[src/gtm_pkg.sv]
// shared types, constants and helper functions of the goertzel tone magnitude core
// no dependencies
package gtm_pkg;

    localparam int GTM_QDEPTH   = 4;
    localparam int GTM_CHANNELS = 8;

    localparam int SAMPLE_W = 16;
    localparam int CHAN_W   = 3;
    localparam int CFG_W    = 32;
    localparam int IDX_W    = 3;
    localparam int Q_W      = 56;
    localparam int COEF_W   = 33;
    localparam int X_W      = 48;
    localparam int MAG_W    = 32;

    localparam logic signed [Q_W-1:0] Q_MAX = {1'b0, {(Q_W-1){1'b1}}};
    localparam logic signed [Q_W-1:0] Q_MIN = {1'b1, {(Q_W-1){1'b0}}};

    typedef enum logic [IDX_W-1:0] {
        REG_BLOCK_LENGTH     = 3'd0,
        REG_SELECTED_CHANNEL = 3'd1,
        REG_FEEDBACK_COEFF   = 3'd2,
        REG_COSINE_TERM      = 3'd3,
        REG_SINE_TERM        = 3'd4,
        REG_INPUT_SCALE      = 3'd5,
        REG_OUTPUT_SCALE     = 3'd6
    } t_reg_idx;

    typedef struct packed {
        logic        [15:0] block_length;
        logic [CHAN_W-1:0]  selected_channel;
        logic signed [31:0] feedback_coeff;
        logic signed [31:0] cosine_term;
        logic signed [31:0] sine_term;
        logic        [31:0] input_scale;
        logic        [31:0] output_scale;
    } t_cfg;

    localparam t_cfg CFG_RESET = '{
        block_length:     16'd100,
        selected_channel: 3'd0,
        feedback_coeff:   32'sd0,
        cosine_term:      32'sd1073741824,
        sine_term:        32'sd0,
        input_scale:      32'd65536,
        output_scale:     32'd21474836
    };

    // request into the shared q30 multiplier
    typedef struct packed {
        logic                     start;
        logic signed [Q_W-1:0]    a;
        logic signed [COEF_W-1:0] b;
    } t_mul_req;

    typedef struct packed {
        logic                  done;
        logic signed [Q_W-1:0] res;
    } t_mul_rsp;

    // request into the square root unit
    typedef struct packed {
        logic        sat;
        logic [63:0] radicand;
    } t_sqrt_req;

    function automatic logic signed [Q_W-1:0] sat56(input logic [Q_W+1:0] v);
        logic signed [Q_W-1:0] r;
        if (v[Q_W+1:Q_W-1] == 3'b000 || v[Q_W+1:Q_W-1] == 3'b111) begin
            r = v[Q_W-1:0];
        end else if (v[Q_W+1]) begin
            r = Q_MIN;
        end else begin
            r = Q_MAX;
        end
        return r;
    endfunction

    function automatic logic [Q_W-1:0] abs56(input logic [Q_W-1:0] v);
        logic [Q_W-1:0] r;
        r = v[Q_W-1] ? (~v + {{(Q_W-1){1'b0}}, 1'b1}) : v;
        return r;
    endfunction

endpackage

[src/gtm_sqrt.sv]
// bit-pair integer square root with a one-entry result register
// depends on gtm_pkg
module gtm_sqrt import gtm_pkg::*; (
    input  logic             i_clk,
    input  logic             i_rst_n,
    input  logic             i_valid,
    input  t_sqrt_req        i_req,
    output logic             o_ready,
    output logic             o_empty,
    input  logic             i_pop,
    output logic [MAG_W-1:0] o_magnitude
);

    typedef enum logic [1:0] {R_IDLE, R_RUN, R_HOLD} t_state;

    t_state           r_state;
    logic [63:0]      r_n, r_res, r_bit;
    logic             r_out_valid;
    logic [MAG_W-1:0] r_mag;
    logic [63:0]      trial;
    logic             ge;
    logic             load;

    assign trial       = r_res + r_bit;
    assign ge          = (r_n >= trial);
    assign load        = (r_state == R_HOLD) && (!r_out_valid || i_pop);
    assign o_ready     = (r_state == R_IDLE);
    assign o_empty     = !r_out_valid;
    assign o_magnitude = r_mag;

    always_ff @(posedge i_clk) begin
        if (!i_rst_n) begin
            r_state     <= R_IDLE;
            r_out_valid <= 1'b0;
        end else begin
            if (load) begin
                r_out_valid <= 1'b1;
            end else if (i_pop && r_out_valid) begin
                r_out_valid <= 1'b0;
            end
            case (r_state)
                R_IDLE: begin
                    if (i_valid) begin
                        if (i_req.sat) begin
                            r_res   <= {32'd0, {MAG_W{1'b1}}};
                            r_state <= R_HOLD;
                        end else begin
                            r_n     <= i_req.radicand;
                            r_res   <= '0;
                            r_bit   <= 64'd1 << 62;
                            r_state <= R_RUN;
                        end
                    end
                end
                R_RUN: begin
                    if (ge) begin
                        r_n   <= r_n - trial;
                        r_res <= (r_res >> 1) + r_bit;
                    end else begin
                        r_res <= r_res >> 1;
                    end
                    r_bit <= r_bit >> 2;
                    if (r_bit[0]) begin
                        r_state <= R_HOLD;
                    end
                end
                R_HOLD: begin
                    if (load) begin
                        r_mag   <= r_res[MAG_W-1:0];
                        r_state <= R_IDLE;
                    end
                end
                default: begin
                    r_state <= R_IDLE;
                end
            endcase
        end
    end

endmodule

[config.mk]
export PLATFORM = sky130hd
export DESIGN_NAME = gtm_sqrt
export DESIGN_NICKNAME = d
export VERILOG_FILES = /design/src/gtm_pkg.sv /design/src/gtm_sqrt.sv
export SDC_FILE = /design/constraint.sdc
export NUM_CORES = 1
export LEC_CHECK = 0
export BUFFER_PORTS_ARGS = -buffer_cell sky130_fd_sc_hd__buf_2
export CORE_AREA = 4 4 222 224
export CTS_BUF_LIST = sky130_fd_sc_hd__clkbuf_4 sky130_fd_sc_hd__clkbuf_8
export DETAILED_ROUTE_END_ITERATION = 8
export DIE_AREA = 0 0 226 228
export PLACE_DENSITY_LB_ADDON = 0.15
export REMOVE_ABC_BUFFERS = 1
export SLEW_MARGIN = 20
export SYNTH_ARGS = -nofsm -noshare
export SYNTH_HDL_FRONTEND = slang
export SYNTH_SLANG_ARGS = --single-unit
[constraint.sdc]
create_clock -name i_clk -period 17.9 [get_ports i_clk]
set_input_delay 1.79 -clock i_clk [delete_from_list [all_inputs] [get_ports i_clk]]
set_output_delay 1.79 -clock i_clk [all_outputs]
set_load 0.01 [all_outputs]
* Yosys cells after proc, flatten, opt, wreduce, memory -nomap -nowiden *
Index checks and enable logic that the tools add are counted.

operators by class
  muxes and demuxes = 18
  reductions and logical operators = 12
  order comparisons = 1
  equality and inequality tests = 7
  $add $sub $neg = 3

operators with widths
  kind                                                  number
  2-to-1 mux 64 bit                                     7
  case mux 64 bit (2 select lines)                      3
  adder 63 x 64 -> 64 bit                               1
  adder 64 bit                                          1
  >= comparator 64 bit                                  1
  subtractor 64 bit                                     1
  2-to-1 mux 32 bit                                     1
  != test 2 bit (second input constant)                 5
  AND reduction 3 bit                                   3
  2-to-1 mux 2 bit                                      4
  case mux 2 bit (3 select lines)                       1
  AND reduction 5 bit                                   1
  AND reduction 4 bit                                   1
  nonzero test 2 bit                                    2
  equality test 2 x 1 -> 1 bit (second input constant)  1
  equality test 2 bit (second input constant)           1
  logical AND 1 bit                                     2
  logical NOT 2 bit                                     1
  2-to-1 mux 1 bit                                      2
  logical NOT 1 bit                                     1
  logical OR 1 bit                                      1

word-level totals
  output and inout bits = 34
  input bits = 69
  register bits = 227

* Logic depth before layout (Yosys ltp) *
Gate-level depths: netlist (run 1).

  depth in word-level cells = 5
  depth in mapped cells = 26
  mapped depth without buffers = 23

* Worst setup path before layout (run 1) *
Ideal clock, no wire load.

  path kind = register to register
  from = register r_res[16]
  to = register r_n[0] (enable)
  cell stages (with the launch flop) = 24
  path buffers = 4
  setup time = 0.584 ns
  required time = 17.316 ns
  period minus slack after synthesis = 9.906 ns
  data arrival time = 9.322 ns
  setup slack = 7.994 ns
  cells stage by stage = edfxtp_1 -> ha_1 -> clkbuf_1 -> a31oi_1 -> o21a_1 -> nor3b_1 -> o31ai_1 -> nand2_1 -> o21ai_1 -> a311o_1 -> a31oi_1 -> xor2_1 -> ha_1 -> buf_2 -> a21oi_1 -> o21ai_0 -> a21oi_1 -> a21boi_0 -> a31o_2 -> a2111oi_4 -> nor3_4 -> buf_4 -> buf_4 -> a21boi_0

on the way
  cells in the longest elaborated chain, start to end = 4

RTL lines
  element                               RTL line        text
  from (decl)                           gtm_sqrt.sv:17  logic [63:0] r_n, r_res, r_bit;
  from (signal assigned)                gtm_sqrt.sv:45  r_res <= {32'd0, {MAG_W{1'b1}}};
  from (signal assigned)                gtm_sqrt.sv:58  r_res <= (r_res >> 1) + r_bit;
  from (signal assigned)                gtm_sqrt.sv:60  r_res <= r_res >> 1;
  adder 64 bit                          gtm_sqrt.sv:24  assign trial = r_res + r_bit;
  >= comparator 64 bit                  gtm_sqrt.sv:25  assign ge = (r_n >= trial);
  != test 2 bit (no source line)        n/a
  AND reduction 5 bit (no source line)  n/a
  to (signal assigned)                  gtm_sqrt.sv:48  r_n <= i_req.radicand;
  to (signal assigned)                  gtm_sqrt.sv:57  r_n <= r_n - trial;
  to (decl)                             gtm_sqrt.sv:17

No other way between the ends.
A chain may end at the register's enable or synchronous reset.

* Worst setup path in the final report (run 1) *
  from = register r_bit[0]
  to = register r_res[22] (data pin)

on the way
  cells in the longest elaborated chain, start to end = 4
  elaborated cells on any way between the ends = 5
  those cells by class = add/sub: 2; order compare: 1; mux: 2

RTL lines
  element                             RTL line        text
  from (decl)                         gtm_sqrt.sv:17
  from (signal assigned)              gtm_sqrt.sv:50  r_bit <= 64'd1 << 62;
  from (signal assigned)              gtm_sqrt.sv:62  r_bit <= r_bit >> 2;
  adder 64 bit                        gtm_sqrt.sv:24
  >= comparator 64 bit                gtm_sqrt.sv:25
  2-to-1 mux 64 bit *                 gtm_sqrt.sv:56  if (ge) begin
  case mux 64 bit (2 select lines) *  gtm_sqrt.sv:41  case (r_state)

Mark *: on every way between the ends. The rest lies on a longest branch, timed or not.

==> results of run 1 <==
-- power by group through the flow --
stage	registers [uW]	clock network, uW	logic (uW)
2_1_floorplan	562	0	346
3_3_place_gp	572	0	470
3_5_place_dp	572	0	471
4_1_cts	562	325	474
5_1_grt	564	342	527
6_report	561	315	472
-- final timing paths --
| path | start | to | slack (ps) |
|---|---|---|---|
| setup / recovery | r_bit[0] | r_res[22] | 11180 |
| setup reg to reg | r_bit[0] | r_res[22] | 11180 |
| hold reg to reg | r_res[0] | o_magnitude[0] | 500 |
| hold / removal | r_res[0] | o_magnitude[0] | 500 |
-- flip-flops by register name, summed over array words and instances, names as in the netlist --
register     cells
r_n             64
r_res           64
o_magnitude     32
r_bit           32
r_state          2
r_out_valid      1
-- metrics by stage --
step / worst slack, ps / cells
final: 11180 / 2515
after global routing: 10700 / 2515
after CTS: 11260 / 2514
after detailed placement: 11290 / 2482
after global placement: 11400 / 2482
after floorplan: 8080 / 1754
-- cell families after synthesis --
logic type	count (synthesis)
AOI/OAI and AO/OA	631
buffers and inverters	125
DFF	195
adders and majority gates	131
xor gates and xnor gates	152
and+or+nand+nor	606
muxes	6
-- area by class of cell --
| class | count | area share, % |
|---|---|---|
| diodes | 1 | 0.0140 |
| clock buffers | 17 | 1.31 |
| clock inverters | 15 | 0.994 |
| inverters | 33 | 0.707 |
| multi-input cells | 1526 | 56.7 |
| flip-flops and latches | 195 | 32.6 |
| well taps | 615 | 4.31 |
| repair buffers | 113 | 3.32 |
-- critical path, cell delays in order (launching register included) --
cell,delay (ps)
edfxtp_1,490
ha_1,220
ha_1,190
a21o_1,140
a31oi_1,140
o21a_1,240
o21ai_0,390
a31oi_1,280
o31ai_1,590
a31oi_1,230
xor2_1,210
ha_1,470
nand2_1,180
o21ai_0,320
a21oi_1,130
a21boi_0,150
a31o_2,250
a2111oi_4,310
buf_4,270
or3_2,850
mux2i_1,270
o21ai_0,90
-- placed cells by master (no fill, tap or decap), types with 21 or more instances in the layout --
cell type / synthesis / layout
nand2_1: 232 / 232
nand3_1: 38 / 38
xor2_1: 85 / 85
o21ai_0: 160 / 160
ha_1: 130 / 130
nand2b_1: 21 / 21
xnor2_1: 67 / 67
nor3_1: 27 / 26
nand4_1: 49 / 49
a21oi_1: 116 / 116
inv_1: 33 / 32
buf_2: 16 / 102
a31oi_1: 88 / 88
and2_1: 52 / 52
o21bai_1: 25 / 25
edfxtp_1: 192 / 192
nor2_1: 103 / 102
a21o_1: 56 / 56
-- per-layer routing --
layer | vias up | share of wire (%)
met5 | - | 0
met4 | 0 | 1.7
met3 | 45 | 3.8
met2 | 355 | 50
met1 | 6876 | 44
li1 | 7077 | -
==> impl_results.md, run 1 <==
* Run status: complete, no violations
* Crit. End Element: register
* Layout cells sized above 1 at about a tenth
* Total grt overflow at 0
* CTS Buf Count at 17
* Slew Viols, Final at 0
* DRT Pass-1 Iters at 6
* Die Y at 228 microns
* Cells after synthesis at 1846
* RSZ-0062 raised after global routing: no
* Count leader, synth: nand2_1
* Post-synthesis xor/xnor area fraction at 8.09%
* Final min period at 6720 ps
* Worst Tran Pin Value at 1060 ps
* TritonCTS clock tree: built
* M3 GR Usage at roughly 2.7%
* Reg power frac at 41.6%
* Initial drt markers at around 1000
* Sw Ratio at 38.7%
* Fin crit share at a little under two fifths
* P_int at 826 uW
* Yosys reg bits at 195
* Final Net Count at roughly 2100
* Area of the multi-input gates at around 10000 sq um
* Mux cell area share after synthesis at less than 1%
* Register area at 5830 sq um
* Most frequently used flop master after synthesis: edfxtp_1
* Max Cap Violations at 0
* First-pass GRT wire length at 78300 microns
* Sw power at roughly 520 uW
* Peak ir drop on the vdd network at 0.0000403 V
* # IOs at 103
* Tot GR Track Use at 19.0%
* Detail Placement HPWL at 38200 microns
* Simple-gate share of the synthesized area at 17.7%
* Core area at 47300 sq um
* Setup_tns at 0 ps
* Std cell rows at 80
* DP Area at between 15000 and 20000 sq um
* Grt peak-use layer: met2
* Post-synth EDFFs at 192
* LEAKAGE at 0.00669 uW
* Overall power at roughly 1300 uW
* HP Class: register to register
* Final hold slack at around 500 ps
* CTS Buffer Depth at 2
* Area leader, netlist: edfxtp_1
* # setup viols final at 0
* Sink Count at 195
* Compound-Gate Fraction of Synth Area at between 20% and 30%
* Chip width at 226 microns
* Cts hold-fix bufs at 0
* Fillcell total at around 4900
* Layout Skew at 17.3 ps
* I/O Buffers at just over 100
* Routed wire length per instance at 20.1 microns
* Initial core utilization at 34.8%
* Adder-Cell Fraction of Synth Area at between 10% and 20%
* Vias at 14400
* Worst Path Required at 18170 ps
* Post CTS Setup Buffer Count at 0
* Initial antenna violation count at 1
* Startpoint types: register
* Layout area overhead at 8.54%
* Largest net degree at the start of global routing at 85
* Yosys warnings at 0
* CTS root buf: clkbuf_8
* Synth area leaders: edfxtp_1, ha_1, nand2_1
* Yosys cell types at between 80 and 90
* Layout Cell Area excl Fill at 17900 sq um
* Die area at 51500 sq um
* Top cell type's share of synthesized area at 35.0%
* Register area share after synthesis at 35.4%
* Final Hold Vio Count at 0
* Clk network pwr share at 23.3%
* Worst Path Arrival at approximately 7000 ps
* Drt drc at 0
* Fmax at 149 MHz
* Total Wirelength at roughly 50000 microns
* DRT antenna net count at 0
* Met2 Usage GRT at 33.8%
* Gate power share at 35.0%
* Largest family of logic cells by synthesized area: compound AO/OA/AOI/OAI gates
* Routed vias/inst at ~5.7
* Clock latency on the worst-skew pair at around 540 ps
* Worst Path Max Fanout at between 40 and 50
* Worst Hold Depth at 0
* Vias in the first global route at 13900
* Max H-tree Level at 4
* Cells on worst reg2reg path at 21
* Met1 usage at 24.6%
* Fin util at 37.7%
* Routability cong. at 0.882
* Power per standard cell area at 75.4 nW/um^2
* Max transition margin at 29.4%
* Setup CP Type: register to register
* Most frequent cells after synthesis: nand2_1, edfxtp_1, o21ai_0, ha_1, a21oi_1
* Avg Inst Size Synth at 8.92 sq um
* Mapped cell area at 16500 sq um
* Post-CTS sizing at 0
* CTS clk-pin slew, worst paths at 120 ps
* Fraction of registers with async set/reset at 0%
No activity file was read; power rests on OpenSTA's default activity.
==> run 2: changes to the inputs <==
==> constraint.sdc (replaced) <==
create_clock -name i_clk -period 6.82 [get_ports i_clk]
set_input_delay 0.682 -clock i_clk [delete_from_list [all_inputs] [get_ports i_clk]]
set_output_delay 0.682 -clock i_clk [all_outputs]
set_load 0.01 [all_outputs]
==> run 2 against run 1 <==
  * Sequential power increased to 2.6 times the previous value
  * Total power rose to 2.7 times the previous value
  * Core utilization grew 0.51 points
  * Combinational power grew to 2.7 times the previous value
  * Worst hold slack lost 110 ps
  * Critical endpoint is now r_res[16]
  * Wire length increased by 0.65%
  * Via count up 0.95%
  * Cell count is 0.95% higher
  * Register-to-register slack got worse by 11000 ps
  * Worst setup slack lost 11000 ps
  * Global-route usage grew 0.081 points
==> impl_results.md, run 2 (synthesized netlist as in run 1, its figures left out) <==
* Cell Chain, Critical Path: ha_1 -> nand4_1 -> a21oi_1 -> nor2b_1 -> o21ai_0 -> nand2_1 -> o21ai_1 -> a311o_1 -> a31oi_1 -> xor2_1 -> ha_1 -> a21oi_1 -> o21ai_0 -> a21oi_1 -> a21boi_0 -> a31o_2 -> a2111oi_4 -> nor3_4 -> buf_6 -> buf_4 -> or3_1 -> a31oi_1 (was ha_1 -> ha_1 -> a21o_1 -> a31oi_1 -> o21a_1 -> o21ai_0 -> a31oi_1 -> o31ai_1 -> a31oi_1 -> xor2_1 -> ha_1 -> nand2_1 -> o21ai_0 -> a21oi_1 -> a21boi_0 -> a31o_2 -> a2111oi_4 -> buf_4 -> or3_2 -> mux2i_1 -> o21ai_0)
* LEAKAGE at 0.00682 uW (was 0.00669 uW)
* Startpoint types: register (unchanged)
* Initial core utilization at 34.8% (unchanged)
* Fin util at 38.3% (was 37.7%)
* Largest regs: r_n x64, r_res x64 (unchanged)
* Run status: complete, no violations (unchanged)
* DRT Pass-1 Iters at 6 (unchanged)
* R2R setup slack at 390 ps (was 11180 ps)
* Worst r2r dst: r_res[16] (was r_res[22])
* Most common cell after layout, fill and taps aside: nand2_1 (unchanged)
* HP Class: input port to register (was register to register)
* Worst Path Arrival at 6840 ps (was 6990 ps)
* Clock latency on the worst-skew pair at 550 ps (was 540 ps)
* Total grt overflow at 0 (unchanged)
* Met1 usage at 24.0% (was 24.6%)
* TritonCTS clock tree: built (unchanged)
* Worst Hold Depth at 2 (was 0)
* Finished Layout Cells at 2539 (was 2515)
* Peak ir drop on the vdd network at 0.000127 V (was 0.0000403 V)
* Max Cap Violations at 0 (unchanged)
* CTS clk-pin slew, worst paths at 130 ps (was 120 ps)
* Routed vias/inst at 5.71 (about the same)
* Met2 Usage GRT at 33.7% (was 33.8%)
* Critical R2R Launch: r_res[22] (was r_bit[0])
* Setup CP Type: register to register (unchanged)
* Vias in the first global route at 14100 (was 13900)
* Vias at 14500 (was 14400)
* First-pass GRT wire length at 78500 microns (was 78300 microns)
* Routability cong. at 0.909 (was 0.882)
* Slew Viols, Final at 0 (unchanged)
* Final hold slack at 382 ps (was 495 ps)
* CTS root buf: clkbuf_8 (unchanged)
* Worst Tran Pin Value at 922 ps (was 1060 ps)
* Layout cells sized above 1 at 11.7% (was 10.6%)
* Crit-path slowest cell: edfxtp_1 (was or3_2)
* Chip width at 226 microns (unchanged)
* M3 GR Usage at 3.01% (was 2.67%)
* Sink Count at 195 (unchanged)
* Cells on worst reg2reg path at 22 (was 21)
* Max transition margin at 38.6% (was 29.4%)
* DRT antenna net count at 0 (unchanged)
* Worst hold endpoint: r_state[1] (was o_magnitude[0])
* Die area at 51500 sq um (unchanged)
* Layout area overhead at 10.0% (was 8.54%)
* Die Y at 228 microns (unchanged)
* # setup viols final at 0 (unchanged)
* Drt drc at 0 (unchanged)
* Final Net Count at 2111 (was 2086)
* CTS Buf Count at 17 (unchanged)
* Largest net degree at the start of global routing at 101 (was 85)
* Max H-tree Level at 4 (unchanged)
* Layout Skew at 20.8 ps (was 17.3 ps)
* Tot GR Track Use at 19.1% (was 19.0%)
* Cell mode on critical path: a21oi_1
* Min-delay src: i_rst_n (was r_res[0])
* Most frequent cells in the layout: nand2_1, edfxtp_1, o21ai_0 (unchanged)
* Final Hold Vio Count at 0 (unchanged)
* Total Wirelength at 50800 microns (was 50500 microns)
* RSZ-0062 raised after global routing: no (unchanged)
* Grt peak-use layer: met2 (unchanged)
* Critical path's largest stage delay at 590 ps (was 850 ps)
* Initial antenna violation count at 0 (was 1)
* Core area at 47300 sq um (unchanged)
* Crit. End Element: register (unchanged)
* Detail Placement HPWL at 38400 microns (was 38200 microns)
* Diode count at 0 (was 1)
* Layout Cell Area excl Fill at 18100 sq um (was 17900 sq um)
* # IOs at 103 (unchanged)
* Worst Path Required at 7230 ps (was 18170 ps)
* CTS Buffer Depth at 2 (unchanged)
* Initial drt markers at 1090 (was 1001)
* Final min period at 6430 ps (was 6720 ps)
* Std cell rows at 80 (unchanged)
* Routed wire length per instance at 20.0 microns (was 20.1 microns)
* DP Area at 17700 sq um (was 17500 sq um)
* Cell total after placement at 2506 (was 2482)
* I/O Buffers at 102 (unchanged)
* Fin crit share at 94.3% (was 37.5%)
* Power per standard cell area at 200 nW/um^2 (was 75.4 nW/um^2)
* Fmax at 155 MHz (was 149 MHz)
* Overall power at 3620 uW (was 1350 uW)
* Worst Path Max Fanout at 35 (was 45)
[run 2: cell count changes in the layout (fill, tap and decap cells not counted), sizes merged]
cell      before  now
bufinv         1    2
inv           37   39
diode          1    0
clkinvlp       1    2
buf          113  138
clkinv         9    4
clkbuf        17   18
[run 2: per-stage QoR]
stage,setup TNS (ps),worst slack [ps]
after detailed placement,0,390
after floorplan,-196560,-3000
after CTS,0,332
final,0,386
after global routing,0,13.4
after global placement,0,464
[run 2: where the power goes]
| group | total (uW) | internal [uW] | switching (uW) |
|---|---|---|---|
| Sequential | 1470 | 1400 | 70.3 |
| Clock | 873 | 349 | 524 |
| Combinational | 1280 | 489 | 792 |
[run 2: area by class of cell]
cell class | instances | area, sq um
Tap cell | 615 | 769
Clock buffer | 18 | 241
Inverter | 33 | 126
Clock inverter | 14 | 190
Multi-Input combinational cell | 1526 | 10100
Fill cell | 4892 | 29200
Timing Repair Buffer | 138 | 810
Sequential cell | 195 | 5830
[run 2: worst max-delay path by stage]
stage / from / end / cells past startpoint
4_1_cts: r_res[22] / r_res[16] / 18
2_1_floorplan: r_res[20] / r_n[0] / 19
5_1_grt: r_res[22] / r_res[5] / 22
3_5_place_dp: r_res[22] / r_res[5] / 21
6_report: r_res[22] / r_res[16] / 22
3_3_place_gp: r_res[22] / r_res[16] / 18
[run 2: worst max-delay path, delay by kind of cell (launching register included)]
kind,cells,cell delay [ps]
compound gates,12,2940
xor+xnor,1,200
fa+ha+maj,2,970
simple gates,5,1090
buf+inv,2,480
flops,1,590
[run 2: what timing repair did]
action	CTS	global route
buffers inserted	0	0
hold buffers	0	0
gates resized for setup	0	2
setup endpoints to repair	0	30
[run 2: metal layers]
metal  wire (microns)  vias to the layer above  part of all wire, %
li1                 -                     7106                    -
met1            22300                     6953                   44
met2            25200                      353                   50
met3             1960                       77                  3.9
met4             1400                        0                  2.8
met5                0                        -                    0
