**config.mk**
```make
export PLATFORM = sky130hd
export DESIGN_NAME = gtm_front
export DESIGN_NICKNAME = d
export VERILOG_FILES = /design/src/gtm_pkg.sv /design/src/gtm_front.sv
export SDC_FILE = /design/constraint.sdc
export NUM_CORES = 1
export LEC_CHECK = 0
export BUFFER_PORTS_ARGS = -buffer_cell sky130_fd_sc_hd__clkbuf_2
export CAP_MARGIN = 20
export CORE_ASPECT_RATIO = 1.4
export CORE_UTILIZATION = 35
export CTS_CLUSTER_SIZE = 40
export DETAILED_ROUTE_END_ITERATION = 7
export GPL_TIMING_DRIVEN = 1
export HOLD_SLACK_MARGIN = 0.15
export PLACE_DENSITY = 0.61
export SETUP_SLACK_MARGIN = 0.2
export SLEW_MARGIN = 40
export SYNTH_ARGS = -nofsm -noshare
export SYNTH_HDL_FRONTEND = slang
export SYNTH_SLANG_ARGS = --single-unit
```
**constraint.sdc**
```tcl
create_clock -name i_clk -period 3.18 [get_ports i_clk]
set_clock_uncertainty 0.1 [all_clocks]
set_input_delay 0.636 -clock i_clk [delete_from_list [all_inputs] [get_ports i_clk]]
set_output_delay 0.636 -clock i_clk [all_outputs]
set_load 0.03 [all_outputs]
```
**src/gtm_pkg.sv**
```systemverilog
// shared types, constants and helper functions of the goertzel tone magnitude core
// no dependencies
package gtm_pkg;

    localparam int GTM_QDEPTH   = 4;
    localparam int GTM_CHANNELS = 8;

    localparam int SAMPLE_W = 16;
    localparam int CHAN_W   = 3;
    localparam int CFG_W    = 32;
    localparam int IDX_W    = 3;
    localparam int Q_W      = 56;
    localparam int COEF_W   = 33;
    localparam int X_W      = 48;
    localparam int MAG_W    = 32;

    localparam logic signed [Q_W-1:0] Q_MAX = {1'b0, {(Q_W-1){1'b1}}};
    localparam logic signed [Q_W-1:0] Q_MIN = {1'b1, {(Q_W-1){1'b0}}};

    typedef enum logic [IDX_W-1:0] {
        REG_BLOCK_LENGTH     = 3'd0,
        REG_SELECTED_CHANNEL = 3'd1,
        REG_FEEDBACK_COEFF   = 3'd2,
        REG_COSINE_TERM      = 3'd3,
        REG_SINE_TERM        = 3'd4,
        REG_INPUT_SCALE      = 3'd5,
        REG_OUTPUT_SCALE     = 3'd6
    } t_reg_idx;

    typedef struct packed {
        logic        [15:0] block_length;
        logic [CHAN_W-1:0]  selected_channel;
        logic signed [31:0] feedback_coeff;
        logic signed [31:0] cosine_term;
        logic signed [31:0] sine_term;
        logic        [31:0] input_scale;
        logic        [31:0] output_scale;
    } t_cfg;

    localparam t_cfg CFG_RESET = '{
        block_length:     16'd100,
        selected_channel: 3'd0,
        feedback_coeff:   32'sd0,
        cosine_term:      32'sd1073741824,
        sine_term:        32'sd0,
        input_scale:      32'd65536,
        output_scale:     32'd21474836
    };

    // request into the shared q30 multiplier
    typedef struct packed {
        logic                     start;
        logic signed [Q_W-1:0]    a;
        logic signed [COEF_W-1:0] b;
    } t_mul_req;

    typedef struct packed {
        logic                  done;
        logic signed [Q_W-1:0] res;
    } t_mul_rsp;

    // request into the square root unit
    typedef struct packed {
        logic        sat;
        logic [63:0] radicand;
    } t_sqrt_req;

    function automatic logic signed [Q_W-1:0] sat56(input logic [Q_W+1:0] v);
        logic signed [Q_W-1:0] r;
        if (v[Q_W+1:Q_W-1] == 3'b000 || v[Q_W+1:Q_W-1] == 3'b111) begin
            r = v[Q_W-1:0];
        end else if (v[Q_W+1]) begin
            r = Q_MIN;
        end else begin
            r = Q_MAX;
        end
        return r;
    endfunction

    function automatic logic [Q_W-1:0] abs56(input logic [Q_W-1:0] v);
        logic [Q_W-1:0] r;
        r = v[Q_W-1] ? (~v + {{(Q_W-1){1'b0}}, 1'b1}) : v;
        return r;
    endfunction

endpackage

```
**src/gtm_front.sv**
```systemverilog
// front end: channel filter and short queue of kept samples
// depends on gtm_pkg
module gtm_front import gtm_pkg::*; #(
    parameter int DEPTH = GTM_QDEPTH
) (
    input  logic                i_clk,
    input  logic                i_rst_n,
    input  logic                i_push,
    output logic                o_full,
    input  logic [SAMPLE_W-1:0] i_sample,
    input  logic [CHAN_W-1:0]   i_channel,
    input  logic [CHAN_W-1:0]   i_sel,
    output logic                o_empty,
    input  logic                i_pop,
    output logic [SAMPLE_W-1:0] o_sample
);

    localparam int PW = (DEPTH > 1) ? $clog2(DEPTH) : 1;
    localparam int CW = $clog2(DEPTH + 1);

    logic [SAMPLE_W-1:0] r_mem [DEPTH];
    logic [PW-1:0]       r_wr, r_rd, n_wr, n_rd;
    logic [CW-1:0]       r_cnt;
    logic                keep, wr_en, rd_en;

    assign keep    = (i_channel == i_sel) && (int'(i_channel) < GTM_CHANNELS);
    assign o_full  = (r_cnt == CW'(DEPTH));
    assign o_empty = (r_cnt == '0);
    assign wr_en   = i_push && !o_full && keep;
    assign rd_en   = i_pop && !o_empty;
    assign o_sample = r_mem[r_rd];

    assign n_wr = (r_wr == PW'(DEPTH - 1)) ? '0 : r_wr + 1'b1;
    assign n_rd = (r_rd == PW'(DEPTH - 1)) ? '0 : r_rd + 1'b1;

    always_ff @(posedge i_clk) begin
        if (!i_rst_n) begin
            r_wr  <= '0;
            r_rd  <= '0;
            r_cnt <= '0;
        end else begin
            if (wr_en) begin
                r_wr <= n_wr;
            end
            if (rd_en) begin
                r_rd <= n_rd;
            end
            if (wr_en && !rd_en) begin
                r_cnt <= r_cnt + 1'b1;
            end else if (rd_en && !wr_en) begin
                r_cnt <= r_cnt - 1'b1;
            end
        end
    end

    always_ff @(posedge i_clk) begin
        if (wr_en) begin
            r_mem[r_wr] <= i_sample;
        end
    end

endmodule

```
======== Word-level counts from Yosys, hierarchy flattened ========
Memories as Yosys holds them, arrays and structs flattened. A register that Yosys moved wholly into a read port is not among the register bits.
Index checks and enable logic that the tools add are counted.
storage, ports and cells
  memory bits (writable) .................. 64
  bits in registers ....................... 7
  memories ................................ 1
memory list
  memory  words  width  rd ports  clocked after memory_dff  write ports  RTL line         source
  r_mem   4      16     1         1                         1            gtm_front.sv:21  logic [SAMPLE_W-1:0] r_mem [DEPTH];
operators by class
  add/subtract/negate cells ............... 4
  equal/unequal tests ..................... 4
  reductions and logical operators ........ 11
  mux-type cells .......................... 8
operator list
  operator               number
  $mux W2                4
  $mux W3                2
  $logic_and A1 B1 Y1    5
  $add A2 B1 Y2 const B  2
  $eq A2 B2 Y1 const B   2
  $logic_not A1 Y1       4
  $add A3 B1 Y3 const B  1
  $eq A3 B3 Y1           1
  $eq A3 B3 Y1 const B   1
  $logic_not A3 Y1       1
  $sub A3 B1 Y3 const B  1
  $mux W1                2
  $reduce_bool A2 Y1     1

======== Logic depth before layout (Yosys ltp) ========
Gate-level depths: netlist of the first run.
  depth after elaboration ................. 8
  mapped depth ............................ 9
  depth with buffers taken out ............ 9

======== Worst setup path before layout of the first run ========
Ideal clock, no wire load.
  kind .................................... input-to-reg
  start point ............................. input i_sel[0]
  end point ............................... register r_cnt[2]
  arrival ................................. 2.485 ns
  slack ................................... 0.520 ns
  setup time .............................. 0.076 ns
  required time ........................... 3.004 ns
  path buffers ............................ 0
  stages .................................. 9
  path through ............................ xor2_1 -> nor4_4 -> and2_4 -> ha_1 -> inv_1 -> fa_1 -> xor2_1 -> or3_1 -> a21boi_0
between the ends
  word-level cells in the longest chain between the ends .. 5
  elaborated cells between the ends (all ways) .. 7
  classes of those cells .................. eq/ne (1); mux (1); reduce/logical (5)
ends and longest elaborated chain
  element                       RTL line         source
  start, declared               gtm_front.sv:12  input logic [CHAN_W-1:0] i_sel,
  $eq A3 B3 Y1 *                gtm_front.sv:26  assign keep = (i_channel == i_sel) && (int'(i_channel) < GTM_CHANNELS);
  $logic_and A1 B1 Y1 *         gtm_front.sv:29  assign wr_en = i_push && !o_full && keep;
  named net wr_en               gtm_front.sv:24  logic keep, wr_en, rd_en;
  $logic_not A1 Y1              gtm_front.sv:50  end else if (rd_en && !wr_en) begin
  $logic_and A1 B1 Y1           gtm_front.sv:50
  $reduce_bool A2 Y1 (no line)  n/a
  end signal, assigned          gtm_front.sv:49  r_cnt <= r_cnt + 1'b1;
  end signal, assigned          gtm_front.sv:51  r_cnt <= r_cnt - 1'b1;
  end, declared                 gtm_front.sv:23  logic [CW-1:0] r_cnt;
The timed path passes the listed nets; every way through them passes the cells marked *.
A chain may end at the register's enable or synchronous reset.

======== Worst setup path in the final report of the first run ========
  start point ............................. register r_cnt[0]
  end point ............................... register r_cnt[2]
between the ends
  word-level cells in the longest chain between the ends .. 7
  elaborated cells between the ends (all ways) .. 16
  classes of those cells .................. add/sub (2); eq/ne (1); mux (2); reduce/logical (11)
ends and longest elaborated chain
  element                             RTL line         source
  $eq A3 B3 Y1 *                      gtm_front.sv:27  assign o_full = (r_cnt == CW'(DEPTH));
  $logic_not A1 Y1 *                  gtm_front.sv:29
  $logic_and A1 B1 Y1 * (2 in a row)  gtm_front.sv:29
  named net wr_en                     gtm_front.sv:24
  $logic_not A1 Y1                    gtm_front.sv:50
  $logic_and A1 B1 Y1                 gtm_front.sv:50
  $reduce_bool A2 Y1 (no line)        n/a
The timed path passes the listed nets; every way through them passes the cells marked *. The select of a mux whose other input is x is not followed.

==> reports/metrics.sh, run 1 <==
FINAL_NET_COUNT=224
DIEAREA_UM2=8451
YS_FF_LATCH=73
SYNTHMUXAREASHARE_PCT=13.80
FINAL-MAX-SLEW-VIOLATION-COUNT=0
DIE-WIDTH_UM=77.98
WIRE_LENGTH_OF_THE_FIRST_GLOBAL_ROUTING_PASS_UM=7438
SYNTH_TOP_FAMILY_BY_AREA='multiplexers'
POWER.LEAKAGE_nW=1.186
FIRST_GLOBAL_VIAS=1519
DP_HPWL_UM=3083
CORE.ROWCOUNT=38
POST_DRT_VIA_CELL_RATIO=4.760
REG2REG_SLACK_NS=0.56
POWER_DENSITY_nW_PER_UM2=703.4
FINAL.FILL_COUNT=727
MAX-CLOCK-PATH-BUFFERS=2
POST_CTS_RESIZED=0
INITIAL_CORE_UTIL_PCT=36.28
WIRELENGTH_UM=4746
GLOBAL_ROUTE.USAGE.TOTAL_PCT=12.53
DIE_HEIGHT_UM=108.4
SLEW_HEADROOM_PCT=74.20
ANT_NETS=0
DETAILROUTE.VIA_COUNT=1409
POSTSYNTHAREAPERCELL_UM2=20.96
HTREEDEPTH=3
GRT_MAX_DEGREE=17
DRC=0
HOLDCRITPATHCLASS='in -> reg'
FINALCOREUTILIZATION_PCT=43.13
SYNTHESIS.YOSYS.WARNINGS=0
CP-END-KIND='flop'
SYN_NETS=168
TIMING_WORST_SLEW_PIN_VALUE_NS=0.3847
NUMCTSBUFFERS=9
CRITPATHLAUNCHTYPE='flop'
I_O_PINS=44
DRIVE_GT1_SHARE_PCT=42.86
LAYOUT_COMMONEST_CELL='sky130_fd_sc_hd__edfxtp_1'
CRITICAL_PATH.MAX_FANOUT=6
MAXCAPVIOLCOUNT=0
ANTENNA_FOUND_INITIAL=0
CLOCK_INPUT_TRANSITION_AT_THE_SEQUENTIAL_CELLS_OF_THE_WORST_SETUP_AND_HOLD_PATHS_NS=0.08
CRIT_REQUIRED_NS=3.34
BUFFER_PORTS.INSERTED=43
YOSYS.CELL_TYPES.COUNT=29
TRITONCTS_CLOCK_TREE='done'
LAYOUT.CELL_AREA.NON_FILLER_UM2=3363
FMAX_GHz=0.3823
TOTALNEGATIVESETUPSLACK_NS=0
DETAIL_ROUTE.WL_PER_CELL_UM=16.03
FINALSETUPVIOLCOUNT=0
UNREPAIRED_SETUP_ENDPOINTS_AFTER_GLOBAL_ROUTING='false'
PERIOD_NEEDED_NS=2.616
HOLD_VIOLATIONS=0
SYNTH_FA_HA_AREA_SHARE_PCT=3.361
MAX-VDD-IR-DROP_mV=0.3556
SYNTH_COMPOUND_AREA_SHARE_PCT=1.238
PLACEDINSTANCEAREA_UM2=3193
POSTCTSHOLDBUFS=0
SYNTH_XOR_AREA_SHARE_PCT=1.548
PLACEABLE_CORE_AREA_UM2=7797
DRT_ITER0_DRC=73
GPL.FINAL_WEIGHTED_CONGESTION=0.7194
ANTENNADIODECOUNT=0
AREA_GROWTH_PCT=18.89
POST_SYNTH_INSTANCE_AREA_UM2=2829
SYNTH_CELLS=135
CTSROOTBUFFERMASTER='sky130_fd_sc_hd__clkbuf_8'
CLK-INSERTION-DELAY-LATE_NS=0.33
SYNTH_SIMPLE_GATE_AREA_SHARE_PCT=4.600
CTS_POST_SETUP_BUFFERS_INSERTED=0
FIN_HOLD_WS_NS=0.4112
CRITICALPATHCATEGORY='reg -> reg'
MOSTFREQUENTLAYOUTCELLS='sky130_fd_sc_hd__edfxtp_1, sky130_fd_sc_hd__clkbuf_2, sky130_fd_sc_hd__mux4_2'
RUN_STATUS='completed'
SEQ_AREA_FRAC_SYNTH_PCT=74.30
LAYOUT_WORST_PATH_CYCLE_SHARE_PCT=82.27
OVERFLOW=0
CTS_NUM_SINKS=73
CRIT_ARRIVAL_NS=2.78
DR.PASS1.ITERS=4
metrics by stage:
stage | total power [mW] | std cells | setup slack (ns)
6_report | 2.366 | 296 | 0.5639
5_1_grt | 2.484 | 296 | 0.4306
4_1_cts | 2.409 | 296 | 0.5510
3_5_place_dp | 1.790 | 280 | 0.2639
3_3_place_gp | 1.781 | 280 | 0.3696
2_1_floorplan | 1.627 | 135 | 0.5198
registers in the layout, summed over array words and instances (netlist names), named ones only:
register and cells:
r_wr 2, r_cnt 3, r_mem 64, r_rd 2
kinds of logic after synthesis:
kind of cell	Yosys count
xor+xnor	5
compound gates	5
buf+inv	7
simple gates	19
flops	73
mux	19
fa+ha+maj	7
worst paths after layout:
kind / startpoint / to / cells after the start
setup / recovery: r_cnt[0]$_SDFFE_PN0P_ / r_cnt[2]$_SDFFE_PN0P_ / 9
hold / removal: i_sample[2] / r_mem[0][2]$_DFFE_PP_ / 1
setup reg to reg: r_cnt[0]$_SDFFE_PN0P_ / r_cnt[2]$_SDFFE_PN0P_ / 9
hold reg to reg: r_wr[1]$_SDFFE_PN0P_ / r_wr[1]$_SDFFE_PN0P_ / 2
report_power, final:
group | internal, mW | total (mW) | switching, mW
logic | 0.260 | 0.630 | 0.370
clock network | 0.281 | 0.611 | 0.330
registers | 1.08 | 1.12 | 0.0397
synthesized netlist by cell type:
cell type | instances | area share [%]
sky130_fd_sc_hd__nand2_1 | 3 | 0.40
sky130_fd_sc_hd__nor3b_2 | 1 | 0.44
sky130_fd_sc_hd__clkbuf_2 | 1 | 0.18
sky130_fd_sc_hd__fa_1 | 1 | 0.71
sky130_fd_sc_hd__nor4_4 | 1 | 0.75
sky130_fd_sc_hd__buf_4 | 1 | 0.27
sky130_fd_sc_hd__xor2_1 | 4 | 1.2
sky130_fd_sc_hd__edfxtp_1 | 64 | 68
sky130_fd_sc_hd__or3_1 | 1 | 0.22
sky130_fd_sc_hd__and3_1 | 4 | 0.88
sky130_fd_sc_hd__dfxtp_1 | 9 | 6.4
sky130_fd_sc_hd__inv_1 | 3 | 0.40
sky130_fd_sc_hd__buf_2 | 1 | 0.18
sky130_fd_sc_hd__mux4_2 | 16 | 13
sky130_fd_sc_hd__nand4_1 | 1 | 0.22
sky130_fd_sc_hd__and2_1 | 1 | 0.22
sky130_fd_sc_hd__nor2b_1 | 3 | 0.66
sky130_fd_sc_hd__a21boi_0 | 1 | 0.27
sky130_fd_sc_hd__o31ai_2 | 1 | 0.44
sky130_fd_sc_hd__ha_1 | 6 | 2.7
sky130_fd_sc_hd__xnor2_1 | 1 | 0.31
sky130_fd_sc_hd__o21ai_0 | 1 | 0.18
sky130_fd_sc_hd__and2_4 | 1 | 0.31
sky130_fd_sc_hd__a21oi_1 | 1 | 0.18
sky130_fd_sc_hd__mux2i_1 | 3 | 1.1
sky130_fd_sc_hd__buf_1 | 1 | 0.13
sky130_fd_sc_hd__nor3_1 | 2 | 0.35
sky130_fd_sc_hd__o21ai_1 | 1 | 0.18
sky130_fd_sc_hd__nor2_1 | 1 | 0.13
routing by layer:
| metal | wire [um] | vias up | part of all wire [%] | track usage (%) |
|---|---|---|---|---|
| li1 | - | 656 | - | - |
| met1 | 1829 | 707 | 39 | 12.55 |
| met2 | 2580 | 39 | 54 | 23.14 |
| met3 | 254 | 7 | 5.4 | 3.713 |
| met4 | 82 | 0 | 1.7 | 6.746 |
| met5 | 0 | - | 0 | 0 |
critical path: stages, from the launching register on:
cell and delay [ns]:
sky130_fd_sc_hd__dfxtp_1 0.48, sky130_fd_sc_hd__nor3b_2 0.12, sky130_fd_sc_hd__nor4_4 0.39, sky130_fd_sc_hd__and2_4 0.22
sky130_fd_sc_hd__ha_1 0.17, sky130_fd_sc_hd__inv_1 0.06, sky130_fd_sc_hd__fa_1 0.37, sky130_fd_sc_hd__xor2_1 0.16
sky130_fd_sc_hd__or3_1 0.30, sky130_fd_sc_hd__a21boi_0 0.16
layout make-up:
| type | count | area (um2) | area share, % |
|---|---|---|---|
| sequential | 73 | 2102 | 62.50 |
| timing repair buffer | 49 | 260.3 | 7.738 |
| tap | 100 | 125.1 | 3.720 |
| clock inverter | 7 | 46.29 | 1.376 |
| clock buffer | 9 | 123.9 | 3.683 |
| multi-input combinational | 55 | 694.4 | 20.65 |
| inverter | 3 | 11.26 | 0.3348 |
Note: power is estimated with default switching activity, not from simulation.
==> inputs of run 2 (changes only) <==
--- a/config.mk
+++ b/config.mk
@@ -13,7 +13,7 @@
 export DETAILED_ROUTE_END_ITERATION = 7
 export GPL_TIMING_DRIVEN = 1
 export HOLD_SLACK_MARGIN = 0.15
-export PLACE_DENSITY = 0.61
+export PLACE_DENSITY = 0.63
 export SETUP_SLACK_MARGIN = 0.2
 export SLEW_MARGIN = 40
 export SYNTH_ARGS = -nofsm -noshare
==> constraint.sdc (replaced) <==
create_clock -name i_clk -period 2.13 [get_ports i_clk]
set_clock_uncertainty 0.1 [all_clocks]
set_input_delay 0.426 -clock i_clk [delete_from_list [all_inputs] [get_ports i_clk]]
set_output_delay 0.426 -clock i_clk [all_outputs]
set_load 0.03 [all_outputs]
==> run 2 against run 1 <==
- design area is 12% higher
- first-iteration DRC count is 5.5% higher
- die area stayed put
- core utilization is 5.1 points higher
- sequential share of layout area is 6.4 points lower
- via count is 2.2% higher
- final cell count is 3.0% higher
- global-route usage is 0.22 points lower
- routed wire length is 0.65% lower
- critical path depth is 6 lower
- largest power group unchanged
==> reports/metrics.sh, run 2 (synthesis results as in run 1) <==
HOLD_VIOLATIONS=0  # unchanged
TRITONCTS_CLOCK_TREE='done'  # unchanged
DETAILROUTE.VIA_COUNT=1440  # was 1409
DP_HPWL_UM=2957  # was 3083 um
NUMCTSBUFFERS=9  # unchanged
SLEW_HEADROOM_PCT=77.25  # was 74.20%
ANTENNADIODECOUNT=0  # unchanged
POSTLAYOUTSETUPSLACKWORST_NS=0.006683  # was 0.5639 ns
REG.LARGEST.LIST='r_mem: 64 flops, r_cnt: 3 flops'  # unchanged
TIMING_WORST_SLEW_PIN_VALUE_NS=0.3393  # was 0.3847 ns
I_O_PINS=44  # unchanged
CRITICAL-PATH-SLOWEST-CELL='sky130_fd_sc_hd__mux4_2'  # was sky130_fd_sc_hd__dfxtp_1
POSTCTSHOLDBUFS=0  # unchanged
HOLDCRITPATHCLASS='in -> reg'  # unchanged
FIN_HOLD_WS_NS=0.2101  # was 0.4112 ns
INITIAL_CORE_UTIL_PCT=36.28  # unchanged
DRIVE_GT1_SHARE_PCT=50.73  # was 42.86%
DRC=0  # unchanged
DIE_HEIGHT_UM=108.4  # unchanged
CORE.ROWCOUNT=38  # unchanged
WIRE_LENGTH_OF_THE_FIRST_GLOBAL_ROUTING_PASS_UM=7348  # was 7438 um
PLACEDINSTANCEAREA_UM2=3347  # was 3193 um2
TOTALNEGATIVESETUPSLACK_NS=0  # unchanged
MAXCAPVIOLCOUNT=0  # unchanged
CLK-INSERTION-DELAY-LATE_NS=0.33  # about the same
MOSTFREQUENTLAYOUTCELLS='sky130_fd_sc_hd__edfxtp_1, sky130_fd_sc_hd__clkbuf_2, sky130_fd_sc_hd__mux4_2, sky130_fd_sc_hd__buf_8, sky130_fd_sc_hd__clkbuf_8'  # was sky130_fd_sc_hd__edfxtp_1, sky130_fd_sc_hd__clkbuf_2, sky130_fd_sc_hd__mux4_2
FINAL_NET_COUNT=233  # was 224
BUFFERS_INVERTERS_ON_CRITICAL_PATH=2  # was 1
CTS_NUM_SINKS=73  # unchanged
BUFFER_PORTS.INSERTED=43  # unchanged
ANTENNA_FOUND_INITIAL=0  # unchanged
CP-END-KIND='output pin'  # was flop
CRIT_ARRIVAL_NS=1.60  # was 2.78 ns
MAX-CLOCK-PATH-BUFFERS=2  # unchanged
CTSROOTBUFFERMASTER='sky130_fd_sc_hd__clkbuf_8'  # unchanged
LARGEST-REGISTER='r_mem'  # unchanged
DIEAREA_UM2=8451  # unchanged
AREA_GROWTH_PCT=32.91  # was 18.89%
POWER.LEAKAGE_nW=1.317  # was 1.186 nW
CRIT_FAMILY='multiplexers'  # was simple AND/OR/NAND/NOR gates
CRITICAL_PATH.MAX_FANOUT=8  # was 6
FINAL_CELL_COUNT_NO_FILL=305  # was 296
POST_DRT_VIA_CELL_RATIO=4.721  # was 4.760
FIRST_GLOBAL_VIAS=1478  # was 1519
CRIT_CHAIN='buf_12 > mux4_2 > buf_8'  # was nor3b_2 > nor4_4 > and2_4 > ha_1 > inv_1 > fa_1 > xor2_1 > or3_1 > a21boi_0
PLACE.DETAILED.INSTANCES=286  # was 280
DIE-WIDTH_UM=77.98  # unchanged
LAYOUT_WORST_PATH_CYCLE_SHARE_PCT=99.69
GRT_MAX_DEGREE=17  # unchanged
CRITPATHMAXSTAGEDELAY_NS=0.55  # was 0.48 ns
DR.PASS1.ITERS=4  # unchanged
DETAIL_ROUTE.WL_PER_CELL_UM=15.46  # was 16.03 um
GLOBAL_ROUTE.USAGE.TOTAL_PCT=12.31  # was 12.53%
OVERFLOW=0  # unchanged
LAYOUT.CELL_AREA.NON_FILLER_UM2=3760  # was 3363 um2
FINALSETUPVIOLCOUNT=0  # unchanged
PLACEABLE_CORE_AREA_UM2=7797  # unchanged
ANT_NETS=0  # unchanged
CLOCK_INPUT_TRANSITION_AT_THE_SEQUENTIAL_CELLS_OF_THE_WORST_SETUP_AND_HOLD_PATHS_NS=0.08  # about the same
UNREPAIRED_SETUP_ENDPOINTS_AFTER_GLOBAL_ROUTING='true'  # was false
POWER_DENSITY_nW_PER_UM2=1089  # was 703.4 nW/um2
CRITPATHLAUNCHTYPE='flop'  # unchanged
LAYOUT_COMMONEST_CELL='sky130_fd_sc_hd__edfxtp_1'  # unchanged
LARGEST_REG_FLOPS=64  # unchanged
MAX-VDD-IR-DROP_mV=0.7425  # was 0.3556 mV
DRT_ITER0_DRC=77  # was 73
HTREEDEPTH=3  # unchanged
PERIOD_NEEDED_NS=2.123
FINAL-MAX-SLEW-VIOLATION-COUNT=0  # unchanged
PRE_CTS_WS_NS=-0.3644  # was 0.2639 ns
RUN_STATUS='completed'  # unchanged
GPL.FINAL_WEIGHTED_CONGESTION=0.6685  # was 0.7194
CRITICALPATHCATEGORY='reg -> out'  # was reg -> reg
FMAX_GHz=0.4710
WIRELENGTH_UM=4715  # was 4746 um
CRIT_REQUIRED_NS=1.60  # was 3.34 ns
-- run 2: cell count changes in the layout (fill, tap and decap cells not counted), moves of 2 or more --
cell and change:
sky130_fd_sc_hd__buf_4 +3, sky130_fd_sc_hd__buf_12 +5, sky130_fd_sc_hd__and3_2 +4, sky130_fd_sc_hd__dfxtp_1 -3, sky130_fd_sc_hd__buf_8 +16, sky130_fd_sc_hd__clkbuf_2 -17
sky130_fd_sc_hd__dfxtp_4 +2, sky130_fd_sc_hd__and3_1 -4
-- run 2: routing by layer --
metal  global-route usage, %  wire, um  up-vias
met1                   13.06      1892      721
met3                   4.473       223        8
met5                       0         0        -
met2                   22.00      2536       41
met4                   5.159        63        0
li1                        -         -      670
-- run 2: worst paths after layout --
path                                            start                     to  slack (ns)  cells past startpoint
worst max register to register  r_cnt[2]$_SDFFE_PN0P_  r_cnt[2]$_SDFFE_PN0P_        0.07                      9
worst min-delay path                      i_sample[5]  r_mem[2][5]$_DFFE_PP_        0.21                      1
worst min register to register   r_wr[1]$_SDFFE_PN0P_   r_wr[1]$_SDFFE_PN0P_        0.41                      2
worst max-delay path                             flop            o_sample[5]       0.007                      3
-- run 2: cell type report --
cell class                 count  area, um2
fill                         690       4038
clock buffer                   9      123.9
clock inverter                 7      70.07
multi-input combinational     55      739.5
inverter                       3      11.26
timing repair buffer          58      579.3
tap                          100      125.1
sequential                    73       2111
-- run 2: per-stage QoR --
step / utilization (%) / total power, mW
2_1_floorplan: - / 2.465
3_3_place_gp: 42.92 / 2.783
3_5_place_dp: 42.92 / 2.790
4_1_cts: 47.74 / 4.049
5_1_grt: 48.22 / 4.276
6_report: 48.22 / 4.095
-- run 2: what timing repair did --
action / in CTS / in global routing
setup buffers: 0 / 2
resized for setup: 37 / 17
pin swaps: 1 / 1
gates cloned: 1 / 0
setup endpoints to repair: 17 / 18
-- run 2: worst reg2reg max path, cell delays in order (launching register included) --
cell                       delay (ns)
sky130_fd_sc_hd__dfxtp_1         0.32
sky130_fd_sc_hd__nor3b_4         0.16
sky130_fd_sc_hd__nor4_4          0.15
sky130_fd_sc_hd__and2_4          0.20
sky130_fd_sc_hd__ha_4            0.13
sky130_fd_sc_hd__inv_2           0.03
sky130_fd_sc_hd__fa_2            0.32
sky130_fd_sc_hd__xor2_1          0.15
sky130_fd_sc_hd__or3_1           0.30
sky130_fd_sc_hd__a21boi_1        0.13
-- run 2: power by group --
group / switching, mW / internal [mW]
logic: 0.634 / 0.725
registers: 0.0640 / 1.63
clock network: 0.504 / 0.538
total: 1.20 / 2.89
